### src/rtl/core/rrtq_pkg.sv
package rrtq_pkg;

  // Command codes carried in the kind field of a command word.
  localparam logic [2:0] KIND_ADD_WAIT = 3'd0;
  localparam logic [2:0] KIND_ADD_RUN  = 3'd1;
  localparam logic [2:0] KIND_REM_WAIT = 3'd2;
  localparam logic [2:0] KIND_REM_RUN  = 3'd3;
  localparam logic [2:0] KIND_DESTROY  = 3'd4;
  localparam logic [2:0] KIND_TICK     = 3'd5;

  // Fault codes reported in a result word.
  localparam logic [1:0] FAULT_NONE     = 2'd0;
  localparam logic [1:0] FAULT_NOTFOUND = 2'd1;
  localparam logic [1:0] FAULT_FULL     = 2'd2;

  // Operations one list engine performs.
  typedef enum logic [1:0] {
    LOP_PUSH,
    LOP_REMOVE,
    LOP_POP
  } lst_op_e;

  typedef enum logic {
    LS_IDLE,
    LS_WALK
  } lst_state_e;

  typedef enum logic [2:0] {
    ST_IDLE,
    ST_A,
    ST_B,
    ST_C,
    ST_D,
    ST_OUT
  } seq_state_e;

  typedef struct packed {
    logic    start;
    lst_op_e op;
  } lst_req_t;

  typedef struct packed {
    logic done;
    logic hit;
  } lst_rsp_t;

endpackage

### src/rtl/core/rrtq_cmd_if.sv
interface rrtq_cmd_if;
  logic        valid;
  logic        ready;
  logic [2:0]  kind;
  logic [15:0] thread_id;
  logic        must_exist;

  modport source (output valid, output kind, output thread_id, output must_exist,
                  input ready);
  modport sink (input valid, input kind, input thread_id, input must_exist,
                output ready);
endinterface

### src/rtl/core/rrtq_rsp_if.sv
interface rrtq_rsp_if;
  logic        valid;
  logic        ready;
  logic [15:0] chosen_id;
  logic [1:0]  fault;
  logic [6:0]  waiting_count;
  logic [6:0]  running_count;

  modport source (output valid, output chosen_id, output fault,
                  output waiting_count, output running_count, input ready);
  modport sink (input valid, input chosen_id, input fault,
                input waiting_count, input running_count, output ready);
endinterface

### src/rtl/core/rrtq_list.sv
module rrtq_list
  import rrtq_pkg::*;
#(
  parameter int unsigned DEPTH = 64,
  parameter int unsigned W     = 16,
  localparam int unsigned AW   = $clog2(DEPTH),
  localparam int unsigned LW   = $clog2(DEPTH + 1)
) (
  input  logic           clk_i,
  input  logic           rst_ni,
  input  lst_req_t       req_i,
  input  logic [W-1:0]   id_i,
  output lst_rsp_t       rsp_o,
  output logic [W-1:0]   head_o,
  output logic [LW-1:0]  len_o
);

  logic [W-1:0] mem [DEPTH];

  lst_state_e    state_q, state_d;
  lst_op_e       op_q, op_d;
  logic [W-1:0]  id_q, id_d;
  logic [LW-1:0] n_q, n_d;
  logic [LW-1:0] ridx_q, ridx_d;
  logic [AW-1:0] didx_q, didx_d;
  logic          rvalid_q, rvalid_d;
  logic          found_q, found_d;
  logic [W-1:0]  head_q, head_d;
  logic [LW-1:0] len_q, len_d;
  logic          done_q, done_d;
  logic          hit_q, hit_d;
  logic [W-1:0]  rdata_q;

  logic          we;
  logic [AW-1:0] waddr;
  logic [W-1:0]  wdata;
  logic          re;
  logic [AW-1:0] raddr;

  always_comb begin
    state_d  = state_q;
    op_d     = op_q;
    id_d     = id_q;
    n_d      = n_q;
    ridx_d   = ridx_q;
    didx_d   = didx_q;
    rvalid_d = 1'b0;
    found_d  = found_q;
    head_d   = head_q;
    len_d    = len_q;
    done_d   = 1'b0;
    hit_d    = hit_q;
    we       = 1'b0;
    waddr    = '0;
    wdata    = '0;
    re       = 1'b0;
    raddr    = ridx_q[AW-1:0];
    unique case (state_q)
      LS_IDLE: begin
        if (req_i.start) begin
          op_d = req_i.op;
          id_d = id_i;
          unique case (req_i.op)
            LOP_PUSH: begin
              done_d = 1'b1;
              if (len_q < LW'(DEPTH)) begin
                we    = 1'b1;
                waddr = len_q[AW-1:0];
                wdata = id_i;
                len_d = len_q + LW'(1);
                hit_d = 1'b1;
              end else begin
                hit_d = 1'b0;
              end
            end
            LOP_REMOVE, LOP_POP: begin
              n_d     = len_q;
              ridx_d  = '0;
              found_d = 1'b0;
              state_d = LS_WALK;
            end
            default: begin
            end
          endcase
        end
      end
      LS_WALK: begin
        // Reads stream ahead one entry; once the match is seen, every later
        // entry is written back one place lower, which closes the gap.
        re       = ridx_q < n_q;
        rvalid_d = re;
        if (re) begin
          ridx_d = ridx_q + LW'(1);
          didx_d = ridx_q[AW-1:0];
        end
        if (rvalid_q) begin
          if (found_q) begin
            we    = 1'b1;
            waddr = didx_q - AW'(1);
            wdata = rdata_q;
          end else if (op_q == LOP_POP || rdata_q == id_q) begin
            found_d = 1'b1;
            head_d  = rdata_q;
          end
        end
        if (!re && !rvalid_q) begin
          state_d = LS_IDLE;
          done_d  = 1'b1;
          hit_d   = found_q;
          if (found_q) begin
            len_d = n_q - LW'(1);
          end
        end
      end
      default: begin
        state_d = LS_IDLE;
      end
    endcase
  end

  always_ff @(posedge clk_i or negedge rst_ni) begin
    if (!rst_ni) begin
      state_q  <= LS_IDLE;
      len_q    <= '0;
      done_q   <= 1'b0;
      hit_q    <= 1'b0;
      rvalid_q <= 1'b0;
      found_q  <= 1'b0;
      op_q     <= LOP_PUSH;
    end else begin
      state_q  <= state_d;
      len_q    <= len_d;
      done_q   <= done_d;
      hit_q    <= hit_d;
      rvalid_q <= rvalid_d;
      found_q  <= found_d;
      op_q     <= op_d;
    end
  end

  always_ff @(posedge clk_i) begin
    id_q   <= id_d;
    n_q    <= n_d;
    ridx_q <= ridx_d;
    didx_q <= didx_d;
    head_q <= head_d;
  end

  always_ff @(posedge clk_i) begin
    if (we) begin
      mem[waddr] <= wdata;
    end
    if (re) begin
      rdata_q <= mem[raddr];
    end
  end

  assign rsp_o.done = done_q;
  assign rsp_o.hit  = hit_q;
  assign head_o     = head_q;
  assign len_o      = len_q;

  a_len_bound: assert property (@(posedge clk_i) disable iff (!rst_ni)
    len_q <= LW'(DEPTH))
    else $error("list length above depth");

  a_start_idle: assert property (@(posedge clk_i) disable iff (!rst_ni)
    req_i.start |-> state_q == LS_IDLE)
    else $error("list operation started while busy");

  a_no_overlap: assert property (@(posedge clk_i) disable iff (!rst_ni)
    (we && re) |-> waddr != raddr)
    else $error("compaction write hit the entry being read");

  a_shrink: assert property (@(posedge clk_i) disable iff (!rst_ni)
    (done_q && hit_q && op_q != LOP_PUSH) |-> len_q == n_q - LW'(1))
    else $error("removal did not shorten the list by one");

endmodule

### src/rtl/core/round_robin_thread_queue.sv
// Channel  Dir  Interface    Word
// cmd_i    in   rrtq_cmd_if  kind, thread_id, must_exist
// rsp_o    out  rrtq_rsp_if  chosen_id, fault, waiting_count, running_count
//
// An append's result word is registered once the entry is written, a removal's once the
// one-entry-per-cycle walk through the list memory has passed every entry. A destroy
// walks the running list and then the waiting list; a tick walks the running list,
// appends to and pops the waiting list and then appends to the running list.
// Reset clears both counts at once; the list memories need no clearing pass.
// A new command is accepted while the previous result still waits in rsp_o.
module round_robin_thread_queue
  import rrtq_pkg::*;
#(
  parameter int unsigned LIST_DEPTH = 64,
  parameter int unsigned ID_BITS    = 16
) (
  input  logic       clk_i,
  input  logic       rst_ni,
  rrtq_cmd_if.sink   cmd_i,
  rrtq_rsp_if.source rsp_o
);

  localparam int unsigned LW = $clog2(LIST_DEPTH + 1);

  seq_state_e         state_q, state_d;
  logic [2:0]         kind_q, kind_d;
  logic [ID_BITS-1:0] id_q, id_d;
  logic               must_q, must_d;
  logic [1:0]         fault_q, fault_d;
  logic [ID_BITS-1:0] next_q, next_d;

  logic        ovalid_q, ovalid_d;
  logic [15:0] onext_q, onext_d;
  logic [1:0]  ofault_q, ofault_d;
  logic [6:0]  owc_q, owc_d;
  logic [6:0]  orc_q, orc_d;

  lst_req_t           w_req, r_req;
  lst_rsp_t           w_rsp, r_rsp;
  logic [ID_BITS-1:0] w_id, r_id;
  logic [ID_BITS-1:0] w_head, r_head;
  logic [LW-1:0]      w_len, r_len;

  logic [ID_BITS+15:0] id_ext;
  logic [ID_BITS-1:0]  id_in;
  logic [ID_BITS+15:0] next_ext;
  logic [LW+6:0]       wc_ext, rc_ext;
  logic                lst_done, lst_hit;

  assign id_ext   = {{ID_BITS{1'b0}}, cmd_i.thread_id};
  assign id_in    = id_ext[ID_BITS-1:0];
  assign next_ext = {16'b0, next_q};
  assign wc_ext   = {7'b0, w_len};
  assign rc_ext   = {7'b0, r_len};
  assign lst_done = w_rsp.done | r_rsp.done;
  assign lst_hit  = w_rsp.done ? w_rsp.hit : r_rsp.hit;

  function automatic logic [1:0] note_fault(logic [1:0] cur, logic [1:0] code);
    return (cur == FAULT_NONE) ? code : cur;
  endfunction

  rrtq_list #(.DEPTH(LIST_DEPTH), .W(ID_BITS)) u_waiting (
    .clk_i  (clk_i),
    .rst_ni (rst_ni),
    .req_i  (w_req),
    .id_i   (w_id),
    .rsp_o  (w_rsp),
    .head_o (w_head),
    .len_o  (w_len)
  );

  rrtq_list #(.DEPTH(LIST_DEPTH), .W(ID_BITS)) u_running (
    .clk_i  (clk_i),
    .rst_ni (rst_ni),
    .req_i  (r_req),
    .id_i   (r_id),
    .rsp_o  (r_rsp),
    .head_o (r_head),
    .len_o  (r_len)
  );

  assign cmd_i.ready = (state_q == ST_IDLE);

  always_comb begin
    state_d  = state_q;
    kind_d   = kind_q;
    id_d     = id_q;
    must_d   = must_q;
    fault_d  = fault_q;
    next_d   = next_q;
    ovalid_d = ovalid_q && !rsp_o.ready;
    onext_d  = onext_q;
    ofault_d = ofault_q;
    owc_d    = owc_q;
    orc_d    = orc_q;
    w_req    = '{start: 1'b0, op: LOP_PUSH};
    r_req    = '{start: 1'b0, op: LOP_PUSH};
    w_id     = id_q;
    r_id     = id_q;
    unique case (state_q)
      ST_IDLE: begin
        if (cmd_i.valid) begin
          kind_d  = cmd_i.kind;
          id_d    = id_in;
          must_d  = cmd_i.must_exist;
          fault_d = FAULT_NONE;
          next_d  = id_in;
          w_id    = id_in;
          r_id    = id_in;
          state_d = ST_A;
          unique case (cmd_i.kind)
            KIND_ADD_WAIT: w_req = '{start: 1'b1, op: LOP_PUSH};
            KIND_ADD_RUN:  r_req = '{start: 1'b1, op: LOP_PUSH};
            KIND_REM_WAIT: w_req = '{start: 1'b1, op: LOP_REMOVE};
            KIND_REM_RUN, KIND_DESTROY: r_req = '{start: 1'b1, op: LOP_REMOVE};
            KIND_TICK: begin
              if (w_len != '0) begin
                r_req = '{start: 1'b1, op: LOP_REMOVE};
              end else begin
                state_d = ST_OUT;
              end
            end
            default: state_d = ST_OUT;
          endcase
        end
      end
      ST_A: begin
        if (lst_done) begin
          state_d = ST_OUT;
          unique case (kind_q)
            KIND_ADD_WAIT, KIND_ADD_RUN: begin
              if (!lst_hit) fault_d = note_fault(fault_q, FAULT_FULL);
            end
            KIND_REM_WAIT, KIND_REM_RUN: begin
              if (!lst_hit && must_q) fault_d = note_fault(fault_q, FAULT_NOTFOUND);
            end
            KIND_DESTROY: begin
              w_req   = '{start: 1'b1, op: LOP_REMOVE};
              state_d = ST_D;
            end
            KIND_TICK: begin
              // The current thread must have been running; the tick goes on anyway.
              if (!lst_hit) fault_d = note_fault(fault_q, FAULT_NOTFOUND);
              w_req   = '{start: 1'b1, op: LOP_PUSH};
              state_d = ST_B;
            end
            default: begin
            end
          endcase
        end
      end
      ST_B: begin
        if (lst_done) begin
          if (!lst_hit) fault_d = note_fault(fault_q, FAULT_FULL);
          w_req   = '{start: 1'b1, op: LOP_POP};
          state_d = ST_C;
        end
      end
      ST_C: begin
        if (lst_done) begin
          r_id    = w_head;
          r_req   = '{start: 1'b1, op: LOP_PUSH};
          next_d  = w_head;
          state_d = ST_D;
        end
      end
      ST_D: begin
        if (lst_done) begin
          if (kind_q == KIND_TICK && !lst_hit) fault_d = note_fault(fault_q, FAULT_FULL);
          state_d = ST_OUT;
        end
      end
      ST_OUT: begin
        if (!ovalid_q || rsp_o.ready) begin
          ovalid_d = 1'b1;
          onext_d  = next_ext[15:0];
          ofault_d = fault_q;
          owc_d    = wc_ext[6:0];
          orc_d    = rc_ext[6:0];
          state_d  = ST_IDLE;
        end
      end
      default: state_d = ST_IDLE;
    endcase
  end

  always_ff @(posedge clk_i or negedge rst_ni) begin
    if (!rst_ni) begin
      state_q  <= ST_IDLE;
      ovalid_q <= 1'b0;
      fault_q  <= FAULT_NONE;
      kind_q   <= KIND_ADD_WAIT;
    end else begin
      state_q  <= state_d;
      ovalid_q <= ovalid_d;
      fault_q  <= fault_d;
      kind_q   <= kind_d;
    end
  end

  always_ff @(posedge clk_i) begin
    id_q     <= id_d;
    must_q   <= must_d;
    next_q   <= next_d;
    onext_q  <= onext_d;
    ofault_q <= ofault_d;
    owc_q    <= owc_d;
    orc_q    <= orc_d;
  end

  assign rsp_o.valid         = ovalid_q;
  assign rsp_o.chosen_id     = onext_q;
  assign rsp_o.fault         = ofault_q;
  assign rsp_o.waiting_count = owc_q;
  assign rsp_o.running_count = orc_q;

  // The running list head is not needed by the sequencer.
  logic unused_r_head;
  assign unused_r_head = ^r_head;

  a_fault_code: assert property (@(posedge clk_i) disable iff (!rst_ni)
    fault_q == FAULT_NONE || fault_q == FAULT_NOTFOUND || fault_q == FAULT_FULL)
    else $error("fault register holds an unknown code");

  a_one_list: assert property (@(posedge clk_i) disable iff (!rst_ni)
    !(w_rsp.done && r_rsp.done))
    else $error("both list engines finished in the same cycle");

  a_busy_after_accept: assert property (@(posedge clk_i) disable iff (!rst_ni)
    (cmd_i.valid && cmd_i.ready) |=> !cmd_i.ready)
    else $error("command accepted while the previous one is in flight");

endmodule

### src/flat_wrapper.sv
// flat-port wrapper written by rule: the top's interface ports become plain ports
module round_robin_thread_queue_flat import rrtq_pkg::*;
#(
  parameter int unsigned LIST_DEPTH = 64,
  parameter int unsigned ID_BITS    = 16
)
  (clk_i, rst_ni, cmd_i_valid, cmd_i_kind, cmd_i_thread_id, cmd_i_must_exist, cmd_i_ready, rsp_o_valid, rsp_o_chosen_id, rsp_o_fault, rsp_o_waiting_count, rsp_o_running_count, rsp_o_ready);
  rrtq_cmd_if cmd_i_i ();
  rrtq_rsp_if rsp_o_i ();
  input  logic clk_i;
  input  logic rst_ni;
  input wire logic [$bits(cmd_i_i.valid)-1:0] cmd_i_valid;
  input wire logic [$bits(cmd_i_i.kind)-1:0] cmd_i_kind;
  input wire logic [$bits(cmd_i_i.thread_id)-1:0] cmd_i_thread_id;
  input wire logic [$bits(cmd_i_i.must_exist)-1:0] cmd_i_must_exist;
  output wire logic [$bits(cmd_i_i.ready)-1:0] cmd_i_ready;
  output wire logic [$bits(rsp_o_i.valid)-1:0] rsp_o_valid;
  output wire logic [$bits(rsp_o_i.chosen_id)-1:0] rsp_o_chosen_id;
  output wire logic [$bits(rsp_o_i.fault)-1:0] rsp_o_fault;
  output wire logic [$bits(rsp_o_i.waiting_count)-1:0] rsp_o_waiting_count;
  output wire logic [$bits(rsp_o_i.running_count)-1:0] rsp_o_running_count;
  input wire logic [$bits(rsp_o_i.ready)-1:0] rsp_o_ready;
  assign cmd_i_i.valid = cmd_i_valid;
  assign cmd_i_i.kind = cmd_i_kind;
  assign cmd_i_i.thread_id = cmd_i_thread_id;
  assign cmd_i_i.must_exist = cmd_i_must_exist;
  assign cmd_i_ready = cmd_i_i.ready;
  assign rsp_o_valid = rsp_o_i.valid;
  assign rsp_o_chosen_id = rsp_o_i.chosen_id;
  assign rsp_o_fault = rsp_o_i.fault;
  assign rsp_o_waiting_count = rsp_o_i.waiting_count;
  assign rsp_o_running_count = rsp_o_i.running_count;
  assign rsp_o_i.ready = rsp_o_ready;
  round_robin_thread_queue #(.LIST_DEPTH(LIST_DEPTH), .ID_BITS(ID_BITS)) u_core (.clk_i(clk_i), .rst_ni(rst_ni), .cmd_i(cmd_i_i), .rsp_o(rsp_o_i));
endmodule
### config.mk
export PLATFORM = sky130hd
export DESIGN_NAME = round_robin_thread_queue_flat
export DESIGN_NICKNAME = d
export VERILOG_FILES = /design/src/rtl/core/rrtq_pkg.sv /design/src/rtl/core/rrtq_cmd_if.sv /design/src/rtl/core/rrtq_rsp_if.sv /design/src/rtl/core/rrtq_list.sv /design/src/rtl/core/round_robin_thread_queue.sv /design/src/flat_wrapper.sv
export SDC_FILE = /design/constraint.sdc
export NUM_CORES = 2
export LEC_CHECK = 0
export BUFFER_PORTS_ARGS = -buffer_cell sky130_fd_sc_hd__clkbuf_2
export CAP_MARGIN = 5
export CORE_MARGIN = 5
export CORE_UTILIZATION = 55
export CTS_BUF_LIST = sky130_fd_sc_hd__clkbuf_16
export DETAILED_ROUTE_END_ITERATION = 8
export GPL_TIMING_DRIVEN = 0
export PLACE_DENSITY_LB_ADDON = 0.2
export SLEW_MARGIN = 20
export SYNTH_ARGS = -nofsm -noshare
export SYNTH_HDL_FRONTEND = slang
export SYNTH_SLANG_ARGS = --single-unit
### constraint.sdc
create_clock -name clk_i -period 6.15 [get_ports clk_i]
set_input_delay 1.845 -clock clk_i [delete_from_list [all_inputs] [get_ports clk_i]]
set_output_delay 1.845 -clock clk_i [all_outputs]
set_load 0.05 [all_outputs]
==> out/metrics.yaml <==
place_area_mm2: 0.09418
status: "completed"
crit_path_top_delay_cell: "a2111oi_1"
layout.nets: 4632
worstPathCellList: "clkbuf_1, clkbuf_1, buf_1, mux4_2, a2111oi_1, a211oi_1, a221o_1"
ys_seq_elements: 2268
layout-drive-gt1-share: 0.2767
critPathBufInv: 3
postSynth.asyncResetShare: 0.01543
die_area_mm2: 0.1692
worst_setup_path_end_kind: "flip-flop"
io_buffers: 57
grt.met2_usage: 0.4067
ys_warn_count: 0
via_per_inst: 6.652
fin_crit_sh: 0.9030
met3_usage: 0.09301
wl_per_cell_um: 34.82
vdd_drop_max_uv: 311.7
crit_type: "flip-flop to flip-flop"
antenna_found_initial: 18
finalWirelength_um: 241000
leakage_nw: 33.02
cts.sinks: 2268
clock_latency_ns: 0.86
dp_slack_ns: 0.1084
grt_pass1_vias: 44610
grt_usage: 0.2874
hold_ws_ns: 0.4161
crit_start: "u_core.u_waiting.ridx_q[1]"
synth.distinct_cells: 69
cp_data_arrival_time_ns: 6.12
dp_hpwl_um: 164200
critPathRequiredTime_ns: 6.72
syn_to_final_growth_pct: 13.89
clk_pin_slew_ns: 0.06
grt_max_degree: 65
gr-usage-met1: 0.4339
maxSlewViolCount: 0
crit-reg2reg-launch: "u_core.u_waiting.ridx_q[1]"
cp-start-kind: "flip-flop"
std_cell_rows: 147
finClkSkew_ns: 0.03815
cap_violations: 0
start_util: 0.5522
finalHoldViolCount: 0
seq_area_frac_synth: 0.7652
clock.fmax_ghz: 0.1801
cellPowerDensity_mw_per_mm2: 340.8
numCtsBuffers: 218
synth.cell_area_mm2: 0.08857
core_area_mm2: 0.1604
slew_headroom: 0.1632
fp.dieH_um: 411.3
busiest_layer: "met1"
cts_buffer_depth: 3
syn_area_per_cell_um2: 21.21
finalInstanceArea_mm2: 0.1009
htree_levels: 4
fin_ws_ns: 0.5965
finalSetupViolations: 0
worstMarginPinSlew_ns: 1.252
synth_edf_count: 2217
synth_cells: 4176
cts_resized: 0
synthesis.nets: 4222
postCtsSetupBuffers: 0
fp.dieW_um: 411.3
cts_hold_buffers: 0
drcViolationCount: 0
gp_congestion: 1.050
rsz0062_at_grt: "false"
p_total_w: 0.03438
crit_path_max_fanout: 10
pin_count: 58
drt_iter0_drc: 7025
cp_top_family: "buffers and inverters"
dr.pass1.iters: 5
hold_start: "u_core.next_q[8]"
via_count: 46040
tritoncts: "yes"
hp-class: "flip-flop to flip-flop"
crit_top_cell: "clkbuf_1"
synthFlopType: "edfxtp_1"
overflow: 0
slowest_delay_ns: 1.12
period_needed_ns: 5.553
clock-root-buffer: "clkbuf_16"
grt_pass1_wl_um: 339500
ant_nets: 0
[placed cells by master, fill, tap and decap left out, types with 24 or more instances in the layout]
| cell type | Yosys | layout |
|---|---|---|
| nand3_1 | 37 | 37 |
| clkbuf_16 | 0 | 219 |
| a221o_1 | 28 | 28 |
| mux2i_1 | 134 | 134 |
| nand2_1 | 91 | 91 |
| a21oi_1 | 71 | 71 |
| clkbuf_1 | 120 | 111 |
| buf_4 | 2 | 32 |
| buf_1 | 38 | 27 |
| edfxtp_1 | 2217 | 2217 |
| xor2_1 | 24 | 24 |
| buf_8 | 0 | 39 |
| clkbuf_2 | 0 | 68 |
| inv_1 | 35 | 92 |
| nor2_4 | 0 | 45 |
| xnor2_1 | 34 | 34 |
| o21ai_0 | 51 | 51 |
| buf_2 | 63 | 73 |
| nor2_1 | 188 | 75 |
| mux4_2 | 546 | 546 |
| clkinv_2 | 0 | 37 |
| a211oi_1 | 28 | 28 |
| nor2_2 | 0 | 68 |
| buf_6 | 4 | 42 |
| nand2b_1 | 25 | 25 |
| dfrtp_1 | 35 | 35 |
| a22oi_1 | 27 | 27 |
| clkinv_1 | 1 | 52 |
| a21o_1 | 30 | 30 |
[where the power goes]
group	total, W	switching [W]	internal, W
Clock	0.0126	0.00569	0.00693
Sequential	0.0177	0.000254	0.0174
Combinational	0.00407	0.00267	0.00140
[cell families (layout without fill, tap and decap cells)]
family | after synthesis | in the layout | synth area share
buffers and inverters | 263 | 846 | 0.01246
other | 0 | 1 | 0
muxes | 702 | 702 | 0.1568
adders and majority gates | 22 | 22 | 0.003108
xor gates and xnor gates | 58 | 58 | 0.005736
DFF | 2268 | 2268 | 0.7652
AOI/OAI and AO/OA | 380 | 380 | 0.03071
and+or+nand+nor | 483 | 483 | 0.02602
[layer usage]
metal  wire length (um)  vias up
met3              30600      455
met1              97160    24380
met2             105300     2887
met4               7677        8
li1                   -    18310
met5                264        -
[registers in the layout, indices dropped and copies added, names as in the netlist, 7 cells and up]
register / count
u_core.rsp_o.running_count: 7
u_core.rsp_o.waiting_count: 7
u_core.u_waiting.id_q: 16
u_core.u_running.id_q: 16
u_core.next_q: 16
u_core.u_running.ridx_q: 7
u_core.u_running.mem: 1024
u_core.u_running.len_o: 7
u_core.u_waiting.len_o: 7
u_core.u_waiting.mem: 1024
u_core.u_waiting.ridx_q: 7
u_core.u_waiting.n_q: 7
u_core.u_running.n_q: 7
u_core.u_waiting.rdata_q: 16
u_core.rsp_o.chosen_id: 16
u_core.u_waiting.head_o: 16
u_core.id_q: 16
u_core.u_running.rdata_q: 16
[synthesized netlist by cell type, types with 10 or more instances]
| master | count | area, um2 |
|---|---|---|
| o221ai_1 | 21 | 183.9 |
| and3_1 | 18 | 112.6 |
| xor2_1 | 24 | 210.2 |
| inv_1 | 35 | 131.4 |
| a22o_1 | 34 | 297.8 |
| and2_1 | 12 | 75.07 |
| mux2_2 | 22 | 247.7 |
| a21oi_1 | 71 | 355.3 |
| o22ai_1 | 17 | 106.4 |
| nand4_1 | 14 | 87.58 |
| a221o_1 | 28 | 280.3 |
| nand3_1 | 37 | 185.2 |
| clkbuf_1 | 120 | 450.4 |
| a221oi_1 | 10 | 87.58 |
| buf_1 | 38 | 142.6 |
| ha_1 | 22 | 275.3 |
| a21o_1 | 30 | 225.2 |
| nor3_1 | 33 | 165.2 |
| nand2_1 | 91 | 341.6 |
| a211oi_1 | 28 | 210.2 |
| o211ai_1 | 20 | 150.1 |
| nor2_1 | 188 | 705.7 |
| o21ai_0 | 51 | 255.2 |
| xnor2_1 | 34 | 297.8 |
| dfrtp_1 | 35 | 875.8 |
| nor2b_1 | 22 | 137.6 |
| mux2i_1 | 134 | 1341 |
| buf_2 | 63 | 315.3 |
| dfxtp_1 | 16 | 320.3 |
| a22oi_1 | 27 | 202.7 |
| mux4_2 | 546 | 12300 |
| edfxtp_1 | 2217 | 66570 |
| nand2b_1 | 25 | 156.4 |
[per-stage QoR]
step / utilization / std cells / setup TNS [ns]
after floorplan: - / 4176 / 0
after global placement: 0.5709 / 6393 / -708.25
after detailed placement: 0.5872 / 6525 / 0
after CTS: 0.6287 / 6918 / 0
after global routing: 0.6289 / 6919 / 0
final: 0.6289 / 6920 / 0
[cell type report]
| type | count | area (um2) |
|---|---|---|
| Clock buffer | 219 | 5480 |
| Buffer | 227 | 993.5 |
| Fill cell | 10920 | 59510 |
| Tap cell | 2160 | 2703 |
| Multi-Input combinational cell | 1645 | 20550 |
| Clock inverter | 174 | 1175 |
| Antenna cell | 1 | 2.502 |
| Timing Repair Buffer | 190 | 2062 |
| Inverter | 36 | 135.1 |
| Sequential cell | 2268 | 67770 |
[final timing paths]
path                       cells after the start                     endpoint  slack, ns
max                                            7  u_core.u_waiting.rdata_q[9]       0.60
min reg2reg                                    0    u_core.rsp_o.chosen_id[8]       0.42
min                                            0    u_core.rsp_o.chosen_id[8]       0.42
min in group asynchronous                      1       u_core.u_running.hit_q       1.13
max in group asynchronous                      1    u_core.u_waiting.len_o[2]       4.43
max reg2reg                                    7  u_core.u_waiting.rdata_q[9]       0.60
No activity file was read; power rests on OpenSTA's default activity.
